`config.mk`:
```
export PLATFORM = sky130hd
export DESIGN_NAME = checksummed_frame_parser
export DESIGN_NICKNAME = d
export VERILOG_FILES = /design/src/cfp_pkg.sv /design/src/checksummed_frame_parser.sv /design/src/cfp_ram.sv /design/src/cfp_ctrl.sv /design/src/cfp_rmw.sv /design/src/cfp_outq.sv
export SDC_FILE = /design/constraint.sdc
export NUM_CORES = 1
export LEC_CHECK = 0
export BUFFER_PORTS_ARGS = -buffer_cell sky130_fd_sc_hd__buf_2
export CAP_MARGIN = 20
export CORE_AREA = 3 3 197 199
export DETAILED_ROUTE_END_ITERATION = 10
export DIE_AREA = 0 0 200 202
export PLACE_DENSITY = 0.69
export SLEW_MARGIN = 0
export SYNTH_ARGS = -nofsm -noshare
export SYNTH_HDL_FRONTEND = slang
export SYNTH_SLANG_ARGS = --single-unit
```
`constraint.sdc`:
```
create_clock -name i_clk -period 5.5 [get_ports i_clk]
set_input_delay 0.275 -clock i_clk [delete_from_list [all_inputs] [get_ports i_clk]]
set_output_delay 0.275 -clock i_clk [all_outputs]
set_load 0.03 [all_outputs]
```
`src/cfp_pkg.sv`:
```
// Shared constants and types of the checksummed frame parser.
package cfp_pkg;

    // Default for the longest frame, in bytes, before the parser gives up.
    localparam int MAX_FRAME_LEN_DEF = 15;

    localparam logic [7:0] SYNC0 = 8'hAA;
    localparam logic [7:0] SYNC1 = 8'h55;

    // Header bytes beyond the payload length, and the header size that must be
    // passed before the second sync byte and the length are checked.
    localparam int LEN_EXTRA = 5;
    localparam int HDR_LEN   = 4;

    // Byte positions inside a frame.
    localparam int POS_SYNC1 = 1;
    localparam int POS_LEN   = 3;
    localparam int POS_CMD   = 4;

    // Command codes in byte four.
    localparam logic [7:0] CMD_TARGET  = 8'd1;
    localparam logic [7:0] CMD_PRESENT = 8'd2;

    // The frame buffer is held as rows of four bytes. Bytes 8 to 11 carry
    // the coordinates and form one row.
    localparam int ROW_BYTES = 4;
    localparam int ROW_BITS  = 8 * ROW_BYTES;
    localparam int COORD_ROW = 2;

    // One byte on its way from the header logic to the buffer row update.
    typedef struct packed {
        logic       valid;
        logic       done;        // this byte completed a frame
        logic       ok;          // ok flag after this byte
        logic       ld_target;   // good frame with the target command
        logic       ld_present;  // good frame with the present command
        logic       hit;         // the byte lies in the row that was read
        logic [1:0] lane;
        logic [7:0] data;
    } t_item;

    // One result as delivered on the output stream.
    typedef struct packed {
        logic        frame_ok;
        logic        frame_done;
        logic [15:0] target_x;
        logic [15:0] target_y;
        logic [15:0] present_x;
        logic [15:0] present_y;
    } t_result;

endpackage

```
`src/checksummed_frame_parser.sv`:
```
// Top level of the checksummed frame parser: byte stream in, frame status out.
//
//  Channel   Direction  Handshake                     Payload
//  s_axis    in         s_axis_tvalid/s_axis_tready   tdata[7:0] = received byte
//  m_axis    out        m_axis_tvalid/m_axis_tready   tdata = coordinates,
//                                                     tlast = frame done,
//                                                     tuser = frame ok
//
// One byte is taken per cycle while the result queue has room; each byte
// makes exactly one result, which passes the item register and the result
// queue before it is offered. The rate is set by the frame buffer RAM,
// which does one read-modify-write of a four-byte row per byte, with the
// previous cycle's write forwarded into the merge.
// Reset clears the byte count, the running sum, the ok flag, the coordinates
// and the pipeline; the frame buffer holds whatever it held and needs no
// clearing pass. When the consumer stalls, a two-entry result queue absorbs
// the bytes in flight and s_axis_tready drops once it would overflow.
module checksummed_frame_parser
    import cfp_pkg::*;
#(
    parameter int MAX_FRAME_LEN = MAX_FRAME_LEN_DEF
) (
    input  logic        i_clk,
    input  logic        i_rst_n,

    input  logic        s_axis_tvalid,
    output logic        s_axis_tready,
    input  logic [7:0]  s_axis_tdata,   // [7:0] rx_byte

    output logic        m_axis_tvalid,
    input  logic        m_axis_tready,
    output logic [63:0] m_axis_tdata,   // [15:0] target_x, [31:16] target_y,
                                        // [47:32] present_x, [63:48] present_y
    output logic        m_axis_tlast,   // frame_done
    output logic        m_axis_tuser    // frame_ok
);

    // The buffer holds MAX_FRAME_LEN + 1 bytes, as rows of four.
    localparam int CNT_W = $clog2(MAX_FRAME_LEN + 1);
    localparam int ROW_W = CNT_W - 2;
    localparam int NROW  = (MAX_FRAME_LEN + 1 + ROW_BYTES - 1) / ROW_BYTES;

    logic                accept;
    logic [ROW_W-1:0]    rd_row, wr_row, waddr;
    t_item               item;
    logic [ROW_BITS-1:0] rdata, wdata;
    logic                we, push;
    t_result             res, out_res;

    assign accept = s_axis_tvalid && s_axis_tready;

    cfp_ctrl #(
        .MAX_FRAME_LEN (MAX_FRAME_LEN),
        .CNT_W         (CNT_W),
        .ROW_W         (ROW_W)
    ) u_ctrl (
        .i_clk    (i_clk),
        .i_rst_n  (i_rst_n),
        .i_accept (accept),
        .i_byte   (s_axis_tdata),
        .o_rd_row (rd_row),
        .o_wr_row (wr_row),
        .o_item   (item)
    );

    cfp_ram #(
        .WIDTH (ROW_BITS),
        .DEPTH (NROW)
    ) u_buf (
        .i_clk   (i_clk),
        .i_we    (we),
        .i_waddr (waddr),
        .i_wdata (wdata),
        .i_raddr (rd_row),
        .o_rdata (rdata)
    );

    cfp_rmw #(
        .ROW_W (ROW_W)
    ) u_rmw (
        .i_clk   (i_clk),
        .i_rst_n (i_rst_n),
        .i_item  (item),
        .i_row   (wr_row),
        .i_rdata (rdata),
        .o_we    (we),
        .o_waddr (waddr),
        .o_wdata (wdata),
        .o_push  (push),
        .o_res   (res)
    );

    // The byte in the merge stage is counted as in flight.
    cfp_outq u_outq (
        .i_clk    (i_clk),
        .i_rst_n  (i_rst_n),
        .i_push   (push),
        .i_res    (res),
        .i_busy   (item.valid),
        .i_tready (m_axis_tready),
        .o_tvalid (m_axis_tvalid),
        .o_res    (out_res),
        .o_room   (s_axis_tready)
    );

    assign m_axis_tdata = {out_res.present_y, out_res.present_x,
                           out_res.target_y, out_res.target_x};
    assign m_axis_tlast = out_res.frame_done;
    assign m_axis_tuser = out_res.frame_ok;

endmodule

```
`src/cfp_ram.sv`:
```
// Generic single-write, single-read RAM with registered read data.
module cfp_ram #(
    parameter int WIDTH = 32,
    parameter int DEPTH = 4
) (
    input  logic                     i_clk,
    input  logic                     i_we,
    input  logic [$clog2(DEPTH)-1:0] i_waddr,
    input  logic [WIDTH-1:0]         i_wdata,
    input  logic [$clog2(DEPTH)-1:0] i_raddr,
    output logic [WIDTH-1:0]         o_rdata
);

    logic [WIDTH-1:0] r_mem [DEPTH];
    logic [WIDTH-1:0] r_rdata;

    always_ff @(posedge i_clk) begin
        if (i_we) begin
            r_mem[i_waddr] <= i_wdata;
        end
        r_rdata <= r_mem[i_raddr];
    end

    assign o_rdata = r_rdata;

endmodule

```
`src/cfp_ctrl.sv`:
```
// Header checks, byte count, running sum and ok flag of the frame parser.
module cfp_ctrl
    import cfp_pkg::*;
#(
    parameter int MAX_FRAME_LEN = MAX_FRAME_LEN_DEF,
    parameter int CNT_W         = $clog2(MAX_FRAME_LEN + 1),
    parameter int ROW_W         = CNT_W - 2
) (
    input  logic             i_clk,
    input  logic             i_rst_n,
    input  logic             i_accept,
    input  logic [7:0]       i_byte,
    output logic [ROW_W-1:0] o_rd_row,
    output logic [ROW_W-1:0] o_wr_row,
    output t_item            o_item
);

    localparam int CMPW = (CNT_W + 1 > 9) ? CNT_W + 1 : 9;

    logic [CNT_W-1:0] r_count, n_count;
    logic [7:0]       r_sum, n_sum;
    logic             r_ok, n_ok;
    logic             r_sync1_ok;
    logic [7:0]       r_len;
    logic             r_cmd_t, r_cmd_p;
    t_item            r_item, n_item;
    logic [ROW_W-1:0] r_wr_row, n_row;

    logic [CMPW-1:0]  c_ext, need;
    logic [ROW_W-1:0] k_row;
    logic             overlong, bad0, past_hdr, done;
    logic             cmd_t_now, cmd_p_now;

    always_comb begin
        c_ext     = CMPW'(r_count) + CMPW'(1);
        need      = CMPW'(r_len) + CMPW'(LEN_EXTRA);
        k_row     = r_count[CNT_W-1:2];
        overlong  = c_ext > CMPW'(MAX_FRAME_LEN);
        bad0      = (r_count == '0) && (i_byte != SYNC0);
        past_hdr  = c_ext > CMPW'(HDR_LEN);
        cmd_t_now = (r_count == CNT_W'(POS_CMD)) ? (i_byte == CMD_TARGET)  : r_cmd_t;
        cmd_p_now = (r_count == CNT_W'(POS_CMD)) ? (i_byte == CMD_PRESENT) : r_cmd_p;

        n_count = CNT_W'(c_ext);
        n_sum   = r_sum + i_byte;
        n_ok    = r_ok;
        done    = 1'b0;

        priority if (overlong || bad0) begin
            n_count = '0;
            n_sum   = '0;
            n_ok    = 1'b0;
        end else if (past_hdr && !r_sync1_ok) begin
            n_count = '0;
            n_sum   = '0;
            n_ok    = 1'b0;
        end else if (past_hdr && (c_ext >= need)) begin
            done    = 1'b1;
            n_ok    = (i_byte == r_sum);
            n_count = '0;
            n_sum   = '0;
        end else begin
            n_count = CNT_W'(c_ext);
        end

        // A completing frame fetches the coordinate row; any other byte
        // fetches the row it lands in.
        n_row = done ? ROW_W'(COORD_ROW) : k_row;

        n_item.valid      = i_accept;
        n_item.done       = done;
        n_item.ok         = n_ok;
        n_item.ld_target  = done && n_ok && cmd_t_now;
        n_item.ld_present = done && n_ok && cmd_p_now;
        n_item.hit        = (n_row == k_row);
        n_item.lane       = r_count[1:0];
        n_item.data       = i_byte;
    end

    always_ff @(posedge i_clk) begin
        if (!i_rst_n) begin
            r_count <= '0;
            r_sum   <= '0;
            r_ok    <= 1'b0;
        end else begin
            if (i_accept) begin
                r_count <= n_count;
                r_sum   <= n_sum;
                r_ok    <= n_ok;
            end
        end
    end

    always_ff @(posedge i_clk) begin
        if (!i_rst_n) begin
            r_item.valid <= 1'b0;
        end else begin
            r_item.valid <= n_item.valid;
        end
        if (i_accept) begin
            r_item.done       <= n_item.done;
            r_item.ok         <= n_item.ok;
            r_item.ld_target  <= n_item.ld_target;
            r_item.ld_present <= n_item.ld_present;
            r_item.hit        <= n_item.hit;
            r_item.lane       <= n_item.lane;
            r_item.data       <= n_item.data;
            r_wr_row          <= n_row;
            if (r_count == CNT_W'(POS_SYNC1)) begin
                r_sync1_ok <= (i_byte == SYNC1);
            end
            if (r_count == CNT_W'(POS_LEN)) begin
                r_len <= i_byte;
            end
            if (r_count == CNT_W'(POS_CMD)) begin
                r_cmd_t <= cmd_t_now;
                r_cmd_p <= cmd_p_now;
            end
        end
    end

    assign o_rd_row = n_row;
    assign o_wr_row = r_wr_row;
    assign o_item   = r_item;

endmodule

```
`src/cfp_rmw.sv`:
```
// Row merge and write-back of the frame buffer, and the coordinate registers.
module cfp_rmw
    import cfp_pkg::*;
#(
    parameter int ROW_W = 2
) (
    input  logic                i_clk,
    input  logic                i_rst_n,
    input  t_item               i_item,
    input  logic [ROW_W-1:0]    i_row,
    input  logic [ROW_BITS-1:0] i_rdata,
    output logic                o_we,
    output logic [ROW_W-1:0]    o_waddr,
    output logic [ROW_BITS-1:0] o_wdata,
    output logic                o_push,
    output t_result             o_res
);

    logic                r_fwd_valid;
    logic [ROW_W-1:0]    r_fwd_row;
    logic [ROW_BITS-1:0] r_fwd_data;
    logic [15:0]         r_tx, r_ty, r_px, r_py;
    logic [15:0]         n_tx, n_ty, n_px, n_py;
    logic [ROW_BITS-1:0] base, merged;

    always_comb begin
        // The read was issued in the same cycle as the previous write, so a
        // write to the same row from last cycle is not yet in the read data.
        base = (r_fwd_valid && (r_fwd_row == i_row)) ? r_fwd_data : i_rdata;
        merged = base;
        for (int l = 0; l < ROW_BYTES; l++) begin
            if (i_item.hit && (i_item.lane == 2'(l))) begin
                merged[8*l +: 8] = i_item.data;
            end
        end

        n_tx = r_tx;
        n_ty = r_ty;
        n_px = r_px;
        n_py = r_py;
        if (i_item.valid && i_item.ld_target) begin
            n_tx = {merged[7:0], merged[15:8]};
            n_ty = {merged[23:16], merged[31:24]};
        end
        if (i_item.valid && i_item.ld_present) begin
            n_px = {merged[7:0], merged[15:8]};
            n_py = {merged[23:16], merged[31:24]};
        end
    end

    always_ff @(posedge i_clk) begin
        if (!i_rst_n) begin
            r_fwd_valid <= 1'b0;
            r_tx        <= '0;
            r_ty        <= '0;
            r_px        <= '0;
            r_py        <= '0;
        end else begin
            r_fwd_valid <= o_we;
            r_tx        <= n_tx;
            r_ty        <= n_ty;
            r_px        <= n_px;
            r_py        <= n_py;
        end
    end

    always_ff @(posedge i_clk) begin
        r_fwd_row  <= i_row;
        r_fwd_data <= merged;
    end

    assign o_we    = i_item.valid && i_item.hit;
    assign o_waddr = i_row;
    assign o_wdata = merged;

    assign o_push           = i_item.valid;
    assign o_res.frame_ok   = i_item.ok;
    assign o_res.frame_done = i_item.done;
    assign o_res.target_x   = n_tx;
    assign o_res.target_y   = n_ty;
    assign o_res.present_x  = n_px;
    assign o_res.present_y  = n_py;

endmodule

```
`src/cfp_outq.sv`:
```
// Two-entry result queue in front of the output stream.
module cfp_outq
    import cfp_pkg::*;
(
    input  logic    i_clk,
    input  logic    i_rst_n,
    input  logic    i_push,
    input  t_result i_res,
    input  logic    i_busy,
    input  logic    i_tready,
    output logic    o_tvalid,
    output t_result o_res,
    output logic    o_room
);

    t_result    r_q [2];
    logic       r_wp, r_rp;
    logic [1:0] r_occ;
    logic [1:0] occ_left;
    logic       pop;

    always_comb begin
        pop      = (r_occ != 2'd0) && i_tready;
        occ_left = r_occ - 2'(pop);
        // A byte taken now reaches the queue after the item register; there must be
        // a place for it beside whatever is still in flight.
        o_room   = (occ_left == 2'd0) || ((occ_left == 2'd1) && !i_busy);
    end

    always_ff @(posedge i_clk) begin
        if (!i_rst_n) begin
            r_wp  <= 1'b0;
            r_rp  <= 1'b0;
            r_occ <= 2'd0;
        end else begin
            if (i_push) begin
                r_wp <= ~r_wp;
            end
            if (pop) begin
                r_rp <= ~r_rp;
            end
            r_occ <= r_occ + 2'(i_push) - 2'(pop);
        end
    end

    always_ff @(posedge i_clk) begin
        if (i_push) begin
            r_q[r_wp] <= i_res;
        end
    end

    assign o_tvalid = (r_occ != 2'd0);
    assign o_res    = r_q[r_rp];

endmodule
```
==> run_results.csv <==
group,metric,value,unit
die,chipWidth,200,um
global_routing,grt_remaining_overflow,0,
sta,tns,0,ps
die,dieArea,40400,sq um
final_layout,area_growth,14.7,%
final_layout,nets,1178,
power,internal_power,6.15,mW
global_routing,grt_pass1_vias,8674,
power,clock_power_share,32.4,%
critical_path,max_stage_delay,550,ps
synth,avgSynthCellArea,15.4,sq um
die,start_util,43.4,%
job,max_cap_viol_count,0,
global_routing,grt_pass1_wl,48.6,mm
sta,rsz0062_at_grt,"no",
sta,max_slew.worst_pin.slew,1150,ps
routing,vias_per_cell,5.10,
sta,drv_slew,0,
die,core.rowCount,71,
critical_path,crit_arrival,3980,ps
cts,root_buffer,"clkbuf_16",
synth,syn_nets,1085,
sta,setup_violations,0,
final_layout,n_antenna_cell,0,
routing,drt_iter0_drc,478,
final_layout,fillers,3140,
run_status,status,"finished clean",
critical_path,path_cells,"ha_1, xor2_1, ha_1, a21o_1, a31oi_1, o21ai_0, nand3_1, o21a_2, buf_4, mux2i_1, a21oi_1",
die,ios,80,
die,dieHeight,202,um
sta,fin_crit_sh,65.6,%
power,combPwrFrac,18.2,%
cts,clockBufferDepth,3,
placed_design,dp_hpwl,18.3,mm
routing,wl_per_cell,18.4,um
global_routing,grt_usage,15.5,%
sta,max_freq,277,MHz
synth,ys_ff_latch,438,
sta,setup_ws,1890,ps
synth,synthesis.area,16200,sq um
synth,syn_inst,1052,
placed_design,place_ws,1960,ps
routing,ant_nets,0,
cts,clkTransAtPathRegs,60,ps
sta,fin_crit,3610,ps
sta,hold_viol,0,
cts,cts_sinks,438,
cts,cts.htree.levels,2,
critical_path,crit_family,"compound AO/OA/AOI/OAI gates",
cts,ctsResizeCount,0,
critical_path,crit_path_end_kind,"register",
power,pwr-share-seq,49.4,%
critical_path,crit_fanout,19,
cts,cts_tree,"done",
placed_design,dp_cells,1608,
final_layout,drive_gt1_share,25.4,%
placed_design,gp_congestion,0.836,
synth,synthDistinctLibCells,47,
power,power.switching,2.41,mW
synth,yosys_warnings,0,
critical_path,criticalPathCategory,"register to register",
sta,hold_slack,35.4,ps
global_routing,grt_max_degree,67,
placed_design,portBuffers,79,
cts,insertion_delay,550,ps
power,irDropWorstVdd,0.277,mV
critical_path,cp_data_required_time,5870,ps
routing,drcViolationCount,0,
die,core_area,37400,sq um
final_layout,instances_no_fill,1690,
synth,yosysSeqAreaShare,71.8,%
routing,vias,8624,
critical_path,slowest_stage,"o21a_2",
power,p_total,8.57,mW
power,leakage,6.95,nW
routing,first_pass_iters,5,
power,powerDensity,460,nW/um^2
cts,cts_buffers,43,
sta,fin_skew,15.7,ps
routing,drt-total-wl,31.1,mm
global_routing,antenna_found_initial,0,
critical_path,startpoint_type,"register",
critical_path,path_common_cell,"ha_1",
critical_path,ff2ff_setup_slack,1890,ps
sta,slew_headroom,23.4,%
critical_path,path_buf_inv,1,
power,swShare,28.2,%
min_path,hold_class,"input port to register",
==> cells in the final DEF (no fill, tap or decap), drive strengths merged, types with 19 or more instances in the layout <==
master,instances
clkbuf,58
mux2,130
nand2,29
nor2,42
o22ai,33
edfxtp,288
dfxtp,150
buf,93
o21ai,22
ha,20
a21oi,56
and2,68
mux2i,66
clkinv,19
==> cell type report <==
type                            count  area, sq um  share of cell area, %
Clock buffer                       58         1200                   6.47
Tap cell                          511          639                   3.43
Sequential cell                   438        11700                   62.6
Multi-Input combinational cell    554         4390                   23.6
Clock inverter                     21          143                  0.766
Inverter                           13         48.8                  0.262
Timing Repair Buffer               95          541                   2.90
==> worst paths after layout <==
check                                        from           endpoint  cells past startpoint
worst max-delay path            u_ctrl.r_count[0]   u_buf.o_rdata[9]                     11
worst min-delay path              s_axis_tdata[4]   u_ctrl.o_item[4]                      1
worst max register to register  u_ctrl.r_count[0]   u_buf.o_rdata[9]                     11
worst min register to register  u_ctrl.o_item[13]  u_outq.r_q[0][65]                      0
==> state kept, by name, summed over array words and instances, names as in the netlist, 2 cells and up, named ones only <==
name / cells
u_buf.o_rdata: 32
u_rmw.r_px: 16
u_rmw.r_py: 16
u_rmw.r_fwd_row: 2
u_buf.r_mem: 128
u_ctrl.r_len: 8
u_ctrl.o_item: 16
u_ctrl.r_count: 4
u_outq.r_q: 132
u_rmw.r_fwd_data: 32
u_ctrl.o_wr_row: 2
u_rmw.r_ty: 16
u_outq.r_occ: 2
u_ctrl.r_sum: 8
u_rmw.r_tx: 16
==> Yosys cell counts (all sizes together) <==
library cell	n	area (sq um)
nand3	8	40.0
nand2	29	109
a21oi	56	280
clkinv	1	3.75
o21a	1	7.51
edfxtp	288	8650
maj3	1	10.0
dfxtp	150	3000
o21bai	1	7.51
or2	1	6.26
and3	8	50.1
nor2b	2	12.5
nor4	2	12.5
fa	1	20.0
clkbuf	31	116
nand2b	6	37.5
buf	16	97.6
nor3b	2	15.0
o311a	1	10.0
nand3b	2	15.0
a311oi	2	17.5
a22oi	10	75.1
o2bb2ai	1	8.76
xor2	8	70.1
ha	20	250
o41ai	1	8.76
o22ai	33	206
inv	12	45.0
a31oi	1	6.26
mux2i	66	661
and2	68	425
xnor2	10	87.6
o21ai	22	110
mux2	130	1460
and4b	1	10.0
a21o	4	30.0
a221o	1	10.0
o31ai	3	22.5
nor3	7	40.0
or3	1	6.26
nor2	42	158
o211ai	2	20.0
==> worst register-to-register path: cells and delay by family, from the launching register on <==
family / cells / cell delay [ps]
compound gates: 5 / 1080
xor+xnor: 1 / 190
fa+ha+maj: 2 / 620
buf+inv: 1 / 460
flops: 1 / 490
mux: 1 / 260
simple gates: 1 / 340
==> per-stage QoR <==
| stage | utilization [%] | instance area [sq um] |
|---|---|---|
| after floorplan | - | 16200 |
| after detailed placement | 46.1 | 17200 |
| after CTS | 49.7 | 18600 |
| final | 49.8 | 18600 |
| after global placement | 46.1 | 17200 |
| after global routing | 49.8 | 18600 |
==> power by group through the flow <==
stage	logic (mW)	registers [mW]	clock network, mW
after floorplan	1.14	4.21	0
after global placement	1.56	4.29	0
after detailed placement	1.58	4.30	0
after CTS	1.59	4.24	2.84
after global routing	1.70	4.27	2.96
final	1.56	4.23	2.78
==> cell families after synthesis <==
| logic type | share of synthesized area, % |
|---|---|
| DFF | 71.8 |
| muxes | 13.1 |
| and+or+nand+nor | 5.77 |
| AOI/OAI and AO/OA | 5.06 |
| buffers and inverters | 1.62 |
| adders and majority gates | 1.73 |
| xor gates and xnor gates | 0.971 |
==> repair_timing <==
action,4_1_cts,5_1_grt
buffers inserted,0,0
hold buffers,2,0
endpoints found under the hold margin,4,0
==> metal layers <==
metal	part of all wire (%)	up-vias	track usage, %	wire [um]
met1	45	4265	20.8	13900
met4	2.4	0	4.71	737
met5	0	-	0	0
met3	5.0	51	3.08	1560
li1	-	4121	-	-
met2	48	187	25.4	14900
No activity file was read; power rests on OpenSTA's default activity.
